### src/design/cflba_ram.sv
// Generic simple dual-port RAM: one write port, one read port, registered read data.
// Stand-alone; used for the link store and the chunk bookkeeping store.
module cflba_ram #(
	parameter int WIDTH = 8,
	parameter int DEPTH = 16,
	localparam int ADDR_W = (DEPTH > 1) ? $clog2(DEPTH) : 1
) (
	input  logic              clk,
	input  logic              we,
	input  logic [ADDR_W-1:0] waddr,
	input  logic [WIDTH-1:0]  wdata,
	input  logic [ADDR_W-1:0] raddr,
	output logic [WIDTH-1:0]  rdata
);

	logic [WIDTH-1:0] mem [DEPTH];
	logic [WIDTH-1:0] rdata_q;

	// Write port.
	always_ff @(posedge clk) begin
		if (we) begin
			mem[waddr] <= wdata;
		end
	end

	// Registered read port.
	always_ff @(posedge clk) begin
		rdata_q <= mem[raddr];
	end

	assign rdata = rdata_q;

endmodule

### config.mk
export PLATFORM = sky130hd
export DESIGN_NAME = cflba_ram
export DESIGN_NICKNAME = d
export VERILOG_FILES = /design/src/design/cflba_ram.sv
export SDC_FILE = /design/constraint.sdc
export NUM_CORES = 1
export LEC_CHECK = 0
export BUFFER_PORTS_ARGS = -buffer_cell sky130_fd_sc_hd__buf_2
export CORE_MARGIN = 4
export CORE_UTILIZATION = 40
export CTS_CLUSTER_DIAMETER = 120
export CTS_CLUSTER_SIZE = 10
export DETAILED_ROUTE_END_ITERATION = 8
export GPL_TIMING_DRIVEN = 0
export HOLD_SLACK_MARGIN = 0.08
export PLACE_DENSITY = 0.58
export SYNTH_ARGS = -nofsm -noshare
export SYNTH_HDL_FRONTEND = slang
export SYNTH_SLANG_ARGS = --single-unit
### constraint.sdc
create_clock -name clk -period 6.2 [get_ports clk]
set_input_delay 1.55 -clock clk [delete_from_list [all_inputs] [get_ports clk]]
set_output_delay 1.55 -clock clk [all_outputs]
set_load 0.02 [all_outputs]
Word-level counts from Yosys, hierarchy flattened --
Memories as Yosys holds them, arrays and structs flattened. A register that Yosys moved wholly into a read port is not among the register bits. Cells that the tools add are included.
Storage, ports and cells: memories kept 1, word-level logic and storage cells 3, flip-flop bits (word level) 0, bits of input ports 18, output and inout port bits 8, bits in writable memories 128
Operators by class: mux-type cells 2
Memory list:
- mem | depth 16, width 8, read ports 1, clocked after memory_dff 1, write ports 1, RTL line 16 | logic [WIDTH-1:0] mem [DEPTH];
Operator list (number):
- 1-bit 2-to-1 mux | 2

Depth between registers and ports, before layout --
depth after elaboration 2, gate-level depth with buffers 5, gate-level depth less buffers 3

Least setup slack after synthesis --
OpenSTA, ideal clock, no wires.
path type input-to-reg, from in waddr[2], to mem mem[0][0], enable pin, stages 2, arrival time 2.660 ns, path slack 3.157 ns, required time 5.817 ns, cells stage by stage or3b_2 nor3_1
RTL lines:
- start, declared | RTL line 10 | input logic [ADDR_W-1:0] waddr,
- end, declared | RTL line 16
No word-level cell before the write port.

Worst setup path after layout --
from in waddr[2], to mem mem[2][2], enable pin
No word-level cell before the write port.

==> flow_summary.yaml <==
run_status:
  outcome: "finished clean"
power_and_ir_drop:
  max-vdd-ir-drop_mv: 0.131
  pwr_density_cell_nw_per_um2: 336
  power_switching_share: 0.197
  p_clk_frac: 0.437
  switchingPower_w: 0.000399
  power_frac_comb: 0.052
  internal-power_w: 0.00162
  cellLeakagePower_nw: 2.00
  pwr-share-seq: 0.511
synth:
  synth-edff-count: 128
  synth-seq-area-share: 0.778
  synth-compound-area-share: 0.0233
  yosys-mux-area-fraction: 0.150
  top_cells_by_area_synth: "edfxtp_1, mux4_2, mux4_1"
  post_synth_fa_ha_maj_area_fraction: 0
  synthesis.instances: 229
  synth.distinct_cells: 19
  synth_async_sr_flop_share: 0
  synth_commonest_cells: "edfxtp_1, mux4_2, a22oi_1"
  synth_top_cell_by_area: "edfxtp_1"
  yosys.area.top_type_share: 0.747
  synth_most_common_cell: "edfxtp_1"
  synth-warning-count: 0
  synth-xor-area-share: 0
  synth_top_family_by_area: "multiplexers"
  synth_nets: 247
  synth-seq-cells: 136
  synthesis.area_um2: 5150
  yosys.area_share.simple: 0.0318
  primary_ff_master_synth: "edfxtp_1"
  synth_area_per_cell_um2: 22.5
timing:
  timing.final.hold_violations: 0
  grt_setup_unrepaired: "false"
  count_of_pins_over_their_slew_limit: 0
  max_clock_freq_mhz: 347
  maxSlewHeadroom: 0.152
  final_min_period_over_clock_period: 0.465
  fin_setup_tns_ns: 0
  post-route-min-period_ns: 2.88
  setup_viol: 0
  clock_skew_ns: 0.00711
  worst-slew-pin-transition_ns: 1.26
detailed_routing:
  routed_wire_length_per_instance_um: 21.2
  wirelength_mm: 9.69
  vias: 2332
  drt_antenna_net_count: 0
  drt_drc_violations_left: 0
  drt-pass1-iter-count: 4
  route.detailed.vias_per_inst: 5.10
  initialDrtViolationCount: 137
global_routing:
  grt_start_max_net_pins: 17
  grt_overflow_total: 0
  antenna_found_initial: 0
  first_global_vias: 2431
  grt_first_pass_wirelength_mm: 14.7
  grtUsageTotal: 0.144
cts:
  clock_transition_at_the_registers_of_the_reported_paths_ns: 0.05
  clock_path_buffers: 2
  clk_latency_ns: 0.40
  cts_htree_levels: 4
  clock-sinks: 136
  tritoncts: "done"
  ctsResizeCount: 0
  cts_made_buffers: 17
  holdBufCountCts: 0
  root_buffer: "clkbuf_16"
  post-cts-setup-buffers: 0
setup_path:
  worst_r2r_endpoint: "rdata[0]$_DFF_P_"
  worstSetupPathType: "in2reg"
  cp_max_fo: 8
  worstSetupStartpointType: "input pin"
  critical_path_arrival_ns: 2.90
  setup.worst_path.end_class: "flop"
  r2r_slack_ns: 4.75
  worst_setup_path_startpoint: "waddr[2]"
  reg2reg_depth: 3
  r2r_start: "mem[1][0]$_DFFE_PP_"
  setup.worst_path.end: "mem[2][2]$_DFFE_PP_"
  required_ns: 6.22
layout:
  multiInputGateArea_um2: 1060
  final_cell_area_um2: 6010
  post_route_cells_drive_above_1_share: 0.274
  syn2layout_area_growth_pct: 16.8
  final_net_count: 290
  finalNonFillerCells: 457
  fillCellCount: 1061
  final-seq-area_um2: 4000
  diodes: 0
place:
  place.detailed.instances: 425
  gp_congestion: 0.684
  port-buffer-count: 24
  place_area_um2: 5480
  dp_hpwl_mm: 6.15
min_path:
  hold_path_class: "reg2reg"
floorplanning:
  design.die.area_um2: 14700
  die_height_um: 121
  core_area_um2: 12600
  floorplan.rows: 41
  boundary_pins: 26
  starting_density: 0.408
  die_w_um: 121
job:
  cap_violations: 0
## cell usage in the layout (no fill, tap or decap)
cell type,netlist,routed
nor3_1,4,3
or3b_2,1,1
and2b_1,1,1
buf_6,3,3
buf_4,1,1
nor2_1,13,13
nor2b_1,1,1
clkdlybuf4s25_2,3,3
nand2b_1,2,2
clkbuf_8,0,4
nand3b_1,2,2
mux4_1,14,14
buf_2,3,27
clkbuf_16,0,17
clkinv_2,0,3
edfxtp_1,128,128
nand2_1,9,9
a22oi_1,16,16
and2_1,1,1
nand3_1,1,1
dfxtp_1,8,8
nor3_2,0,1
clkbuf_1,0,8
mux4_2,18,18
## routing by layer
layer / wire length, um / track usage / part of all wire
met2: 4570 / 0.210 / 0.47
met3: 370 / 0.0396 / 0.038
met1: 4600 / 0.205 / 0.48
met4: 144 / 0.0588 / 0.015
met5: 0 / 0 / 0
## final cells by class
class,count,area share
Clock buffer,29,0.0849
Buffer,10,0.0144
Tap cell,172,0.0358
Timing Repair Buffer,24,0.0200
Multi-Input combinational cell,83,0.177
Clock inverter,3,0.00250
Sequential cell,136,0.666
## worst min path at each step
stage                    startpoint                to  slack [ns]  depth (start not counted)
2_1_floorplan   mem[7][0]$_DFFE_PP_  rdata[0]$_DFF_P_        0.63                          3
3_3_place_gp   mem[11][1]$_DFFE_PP_  rdata[1]$_DFF_P_        0.66                          3
3_5_place_dp    mem[8][3]$_DFFE_PP_  rdata[3]$_DFF_P_        0.67                          3
4_1_cts         mem[8][1]$_DFFE_PP_  rdata[1]$_DFF_P_        0.68                          3
5_1_grt         mem[8][1]$_DFFE_PP_  rdata[1]$_DFF_P_        0.70                          3
6_report        mem[8][3]$_DFFE_PP_  rdata[3]$_DFF_P_        0.68                          3
## registers in the layout, summed over array words and instances, names as in the netlist
register	count
mem	128
rdata	8
## power groups by stage
stage	sequential (W)	combinational [W]	clock, W
finish	0.00103	0.000104	0.000883
floorplan	0.00106	0.0000522	0
detailed placement	0.00105	0.000105	0
CTS	0.00103	0.000106	0.000898
global placement	0.00105	0.000104	0
global route	0.00103	0.000113	0.000943
## worst max-delay path, stage by stage
cell	delay [ns]
buf_2	0.11
or3b_2	0.54
nor2_1	0.70
## cells by family after synthesis
family          after synthesis
compound gates               16
buf+inv                      10
flops                       136
mux                          32
simple gates                 35
## stage by stage
step	setup slack [ns]	util	hold WS [ns]	power [W]
final	3.32	0.477	0.680	0.00202
after global routing	3.24	0.477	0.703	0.00209
after CTS	2.90	0.476	0.684	0.00204
after detailed placement	2.48	0.434	0.670	0.00116
after global placement	2.53	0.434	0.663	0.00115
after floorplan	3.16	-	0.629	0.00111
Note: power is estimated with default switching activity, not from simulation.
