## src/design/cflba_pkg.sv

```systemverilog
// Shared types, codes and widths for the chunked free-list block allocator.
// Used by the allocator top level and its shared multiplier; depends on nothing.
package cflba_pkg;

	// Default sizing of the allocator.
	localparam int MAX_CHUNKS_DEF       = 16;
	localparam int BLOCKS_PER_CHUNK_DEF = 255;

	// Field widths of the stream items and configuration registers.
	localparam int OP_W       = 2;
	localparam int CHUNK_W    = 4;
	localparam int BLOCK_W    = 8;
	localparam int STATUS_W   = 2;
	localparam int OFFSET_W   = 24;
	localparam int SIZE_W     = 16;
	localparam int COUNT_W    = 8;
	localparam int IN_DATA_W  = 16;
	localparam int OUT_DATA_W = 40;
	localparam int CFG_IDX_W  = 1;
	localparam int CFG_DATA_W = 16;

	// Shared multiplier operand and product widths.
	localparam int MUL_A_W = 8;
	localparam int MUL_B_W = 16;
	localparam int PROD_W  = 24;

	// Operation codes carried in the input tuser.
	localparam logic [OP_W-1:0] OP_ALLOC = 2'd0;
	localparam logic [OP_W-1:0] OP_FREE  = 2'd1;
	localparam logic [OP_W-1:0] OP_QUERY = 2'd2;

	// Status codes carried in the output tuser.
	localparam logic [STATUS_W-1:0] ST_OK         = 2'd0;
	localparam logic [STATUS_W-1:0] ST_NO_MEMORY  = 2'd1;
	localparam logic [STATUS_W-1:0] ST_BAD_HANDLE = 2'd2;

	// Configuration register indexes and reset values.
	localparam logic [CFG_IDX_W-1:0] CFG_BLOCK_SIZE  = 1'd0;
	localparam logic [CFG_IDX_W-1:0] CFG_BLOCK_COUNT = 1'd1;
	localparam logic [SIZE_W-1:0]    BLOCK_SIZE_RST  = 16'd16;
	localparam logic [COUNT_W-1:0]   BLOCK_COUNT_RST = 8'd255;

	// Per-chunk bookkeeping entry: free-list head and free-block count.
	typedef struct packed {
		logic [BLOCK_W-1:0] head;
		logic [COUNT_W-1:0] count;
	} chunk_entry_t;

endpackage

```

## src/design/cflba_mul.sv

```systemverilog
// Shared multiplier of the allocator: 8 x 16 bit product, registered.
// Depends on cflba_pkg for operand and product widths.
module cflba_mul (
	input  logic                     clk,
	input  logic [cflba_pkg::MUL_A_W-1:0] a,
	input  logic [cflba_pkg::MUL_B_W-1:0] b,
	output logic [cflba_pkg::PROD_W-1:0]  prod
);

	import cflba_pkg::*;

	logic [PROD_W-1:0] prod_q;

	// One product per cycle; the sequencer picks the operands.
	always_ff @(posedge clk) begin
		prod_q <= PROD_W'(a) * PROD_W'(b);
	end

	assign prod = prod_q;

endmodule

```

## config.mk

```make
export PLATFORM = sky130hd
export DESIGN_NAME = cflba_mul
export DESIGN_NICKNAME = d
export VERILOG_FILES = /design/src/design/cflba_pkg.sv /design/src/design/cflba_mul.sv
export SDC_FILE = /design/constraint.sdc
export NUM_CORES = 1
export LEC_CHECK = 0
export ABC_AREA = 1
export CAP_MARGIN = 20
export CORE_MARGIN = 5
export CORE_UTILIZATION = 50
export DETAILED_ROUTE_END_ITERATION = 12
export DONT_BUFFER_PORTS = 1
export GPL_TIMING_DRIVEN = 0
export PLACE_DENSITY = 0.71
export SLEW_MARGIN = 20
export SYNTH_ARGS = -nofsm -noshare
export SYNTH_HDL_FRONTEND = slang
export SYNTH_SLANG_ARGS = --single-unit
```

## constraint.sdc

```tcl
create_clock -name clk -period 5.2 [get_ports clk]
set_input_delay 1.04 -clock clk [delete_from_list [all_inputs] [get_ports clk]]
set_output_delay 1.04 -clock clk [all_outputs]
set_load 0.01 [all_outputs]
```

Word level (Yosys, flattened, before mapping)
Index checks and enable logic that the tools add are counted.
Cells by class
  $add $sub $neg: 0
  $mul: 1
  div/mod/pow operators: 0
  $lt $le $gt $ge: 0
  equality and inequality tests: 0
  shift-type cells: 0
  mux-type cells: 0
  bitwise logic cells: 0
  reductions and logical operators: 0
Operators by type and width (count)
  8-bit by 16-bit multiplier with 24-bit output: 1
Word-level totals
  bits in registers: 24
  bits in latches: 0
  RAM bits: 0
  memory bits (read-only): 0
  input bits: 25
  output and inout port bits: 24
  memories: 0

Longest topological paths before layout
  word-level depth: 1
  gate-level depth with buffers: 22

Worst setup path before layout
OpenSTA, ideal clock, no wires.
  kind: input-to-reg
  start: in a[6] (netlist name)
  end: reg prod_q[18], in the netlist prod[18]
  library setup time: 0.112 ns
  arrival time: 4.731 ns
  data required time: 5.088 ns
  setup slack: 0.357 ns
  stages on the path: 18
  cell sequence: clkbuf_1 clkbuf_1 nand2_1 inv_1 fa_1 fa_1 fa_1 inv_1 fa_1 inv_1 ha_1 a21oi_1 and2_4 nor2_1 nor2_1 nand2_1 nand2_1 nand2_1
On the way
  word-level cells in the longest chain between the ends: 1
Ends and longest elaborated chain
  start, declared: RTL line cflba_mul.sv:5  | input logic [cflba_pkg::MUL_A_W-1:0] a,
  8-bit by 16-bit multiplier with 24-bit output: RTL line cflba_mul.sv:16  | prod_q <= PROD_W'(a) * PROD_W'(b);
  end signal, assigned: RTL line cflba_mul.sv:16
  end, declared: RTL line cflba_mul.sv:12  | logic [PROD_W-1:0] prod_q;
Every way passes these cells.

Final worst setup path
  start: in a[3] (netlist name)
  end: reg prod_q[23], in the netlist prod[23]
The elaborated chain is that of the path after synthesis.

==> run metrics <==
fin crit period=between 4 and 5 ns; CTS tree=built; Iter 0 DRT Violations=approximately 190; max reg flops=24; Final Hold Vio Count=0; Final nets=approximately 910; fin crit share=0.948; final setup TNS=0 ns; warnings from Yosys=0; CP cell instances=clkbuf_1, clkbuf_4, nand2_1, fa_1, fa_1, inv_1, fa_1, inv_1, fa_1, inv_1, ha_1, nand2_1, inv_1, nand2_1, nand2_1, a21oi_1, nand3_1, nand2_1, nand2_1; Worst Tran Pin Value=about 0.53 ns; Final Max Tran Viols=0; Synth cell types=23; drt pass-1 iters=4; Syn-to-layout area delta=4.47%; Slowest cell on crit path=fa_1; # fillers=about 1000; Sink Count=24; Mapped Cells=approximately 760; HP Start=b[0]; largest net degree at the start of global routing=13; Final Wtd Congestion=between 0.8 and 0.9; CP peak stage delay=~0.55 ns; Total Wirelength=about 11000 µm; antenna diode count=0; relative slew slack=0.649; Synth area leaders=fa_1, inv_1, nand2_1, ha_1, dfxtp_1; Avg Inst Size Synth=around 7 µm²; worst hold path depth=3; share of layout cells above drive strength 1=0.0620; root buf cell=clkbuf_8; CP top delay family=adder cells; Avg WL per Cell=12.2 µm; Hold Path End=prod[0]; Pwr Density=453 mW/mm²; Hold WC Path Type=in2reg; area of the die=0.0126 mm²; Critical Path Start Type=input port; vias per cell=approximately 4.7; vias in the first global route=roughly 4500; most frequent cells in the layout=inv_1, nand2_1, fa_1, ha_1, dfxtp_1; total CTS buffers=3; aggregate global routing overflow=0; fraction of the yosys area taken by sequential cells=0.0922; CP Capture Type=register; Core Footprint=~0.010 mm²; Max Clk Rate=roughly 0.20 GHz; Syn Nets=around 910; Initial Util=0.509; multi-input logic area=0.00368 mm²; kind of critical path=in2reg; setup violators final=0; Cell Rows=37; most common cell after layout, fill and taps aside=inv_1; Min Hold Slack=about 1.1 ns; flip-flop and latch area=between 400 and 500 µm²; Syn Std Cell Area=between 0.005 and 0.006 mm²; share of Yosys cell area claimed by the top area cell type=0.323; CP required=roughly 5.4 ns; P_leak=between 3 and 4 nW; most frequent CP cell=nand2_1; GRT Total Usage=0.192; I/O pin count=49; CTS clk-pin slew, worst paths=approximately 0.070 ns; drc violations=0; hold buffer count at CTS=0; Vert. Die Dim=112 µm; area leader, netlist=fa_1; Die X=112 µm; maximum vdd drop=~0.26 mV; Port Buffers=0; clk buf depth=2; status=finished clean; Seq cells post-synth=24; Arr. time, crit path=around 5.1 ns; WP buf/inv=6; post-CTS resize count=1; Critical Path Fanout Max=10; max_cap viols=0; post-DP HPWL=9410 µm; first-pass GRT wire length=about 20000 µm; antenna-violating nets left=0; DR vias=between 4000 and 5000; H-tree Lvls=1; Setup Buffers After CTS=0; antenna violations before repair=0
==> logic make-up after synthesis <==
family	count (synthesis)	share of synthesized area
simple gates	298	0.243
buf+inv	279	0.201
fa+ha+maj	128	0.429
flops	24	0.0922
compound gates	16	0.0187
xor+xnor	10	0.0168
==> Yosys cell counts <==
cell type,instances
nand2_1,233
nand3_2,6
o21bai_1,4
nor2_2,6
nand3b_1,1
clkbuf_1,31
nor2_4,3
a21oi_2,2
inv_2,5
xor2_1,8
buf_1,1
xnor2_1,2
nand2_2,11
nand3_1,15
ha_1,44
nor2_1,15
nand4_1,2
a21oi_1,10
inv_1,242
fa_1,84
nor3_1,4
and2_4,2
dfxtp_1,24
==> layout make-up <==
| class | instances | share of cell area |
|---|---|---|
| Tap cell | 136 | 0.0313 |
| Sequential cell | 24 | 0.0883 |
| Multi-Input combinational cell | 452 | 0.676 |
| Inverter | 247 | 0.170 |
| Clock buffer | 3 | 0.00759 |
| Buffer | 32 | 0.0260 |
==> per-stage QoR <==
step / setup slack (ns) / total power, mW / util / std cells / cell area (µm²)
finish: 0.273 / 2.46 / 0.532 / 894 / 5440
global route: -0.000650 / 2.83 / 0.532 / 894 / 5440
CTS: 0.0174 / 2.50 / 0.530 / 894 / 5420
detailed placement: -0.296 / 2.38 / 0.526 / 891 / 5380
global placement: -0.298 / 2.36 / 0.526 / 891 / 5380
floorplan: 0.357 / 1.96 / - / 755 / 5210
==> tightest hold or removal path, cell delays in order <==
cell	delay [ns]
clkbuf_1	0.18
nand2_1	0.10
inv_1	0.04
==> power by group <==
part	internal (mW)	switching, mW	leakage, nW
Sequential	0.291	0.0730	0.202
Combinational	0.730	1.27	3.43
Clock	0.0517	0.0516	0.0216
==> layer usage <==
layer | GRT usage | wire, µm
met4 | 0.0385 | 115
met1 | 0.237 | 4790
met2 | 0.357 | 5570
met3 | 0.0270 | 472
met5 | 0 | 0
==> worst max path at each step <==
stage | end | depth (start not counted) | start | slack [ns]
2_1_floorplan | prod[18] | 18 | a[6] | 0.36
3_3_place_gp | prod[19] | 18 | a[7] | -0.30
3_5_place_dp | prod[19] | 18 | a[7] | -0.30
4_1_cts | prod[20] | 18 | a[3] | 0.02
5_1_grt | prod[19] | 18 | a[4] | -0.0006
6_report | prod[23] | 19 | a[3] | 0.27
No activity file was read; power rests on OpenSTA's default activity.
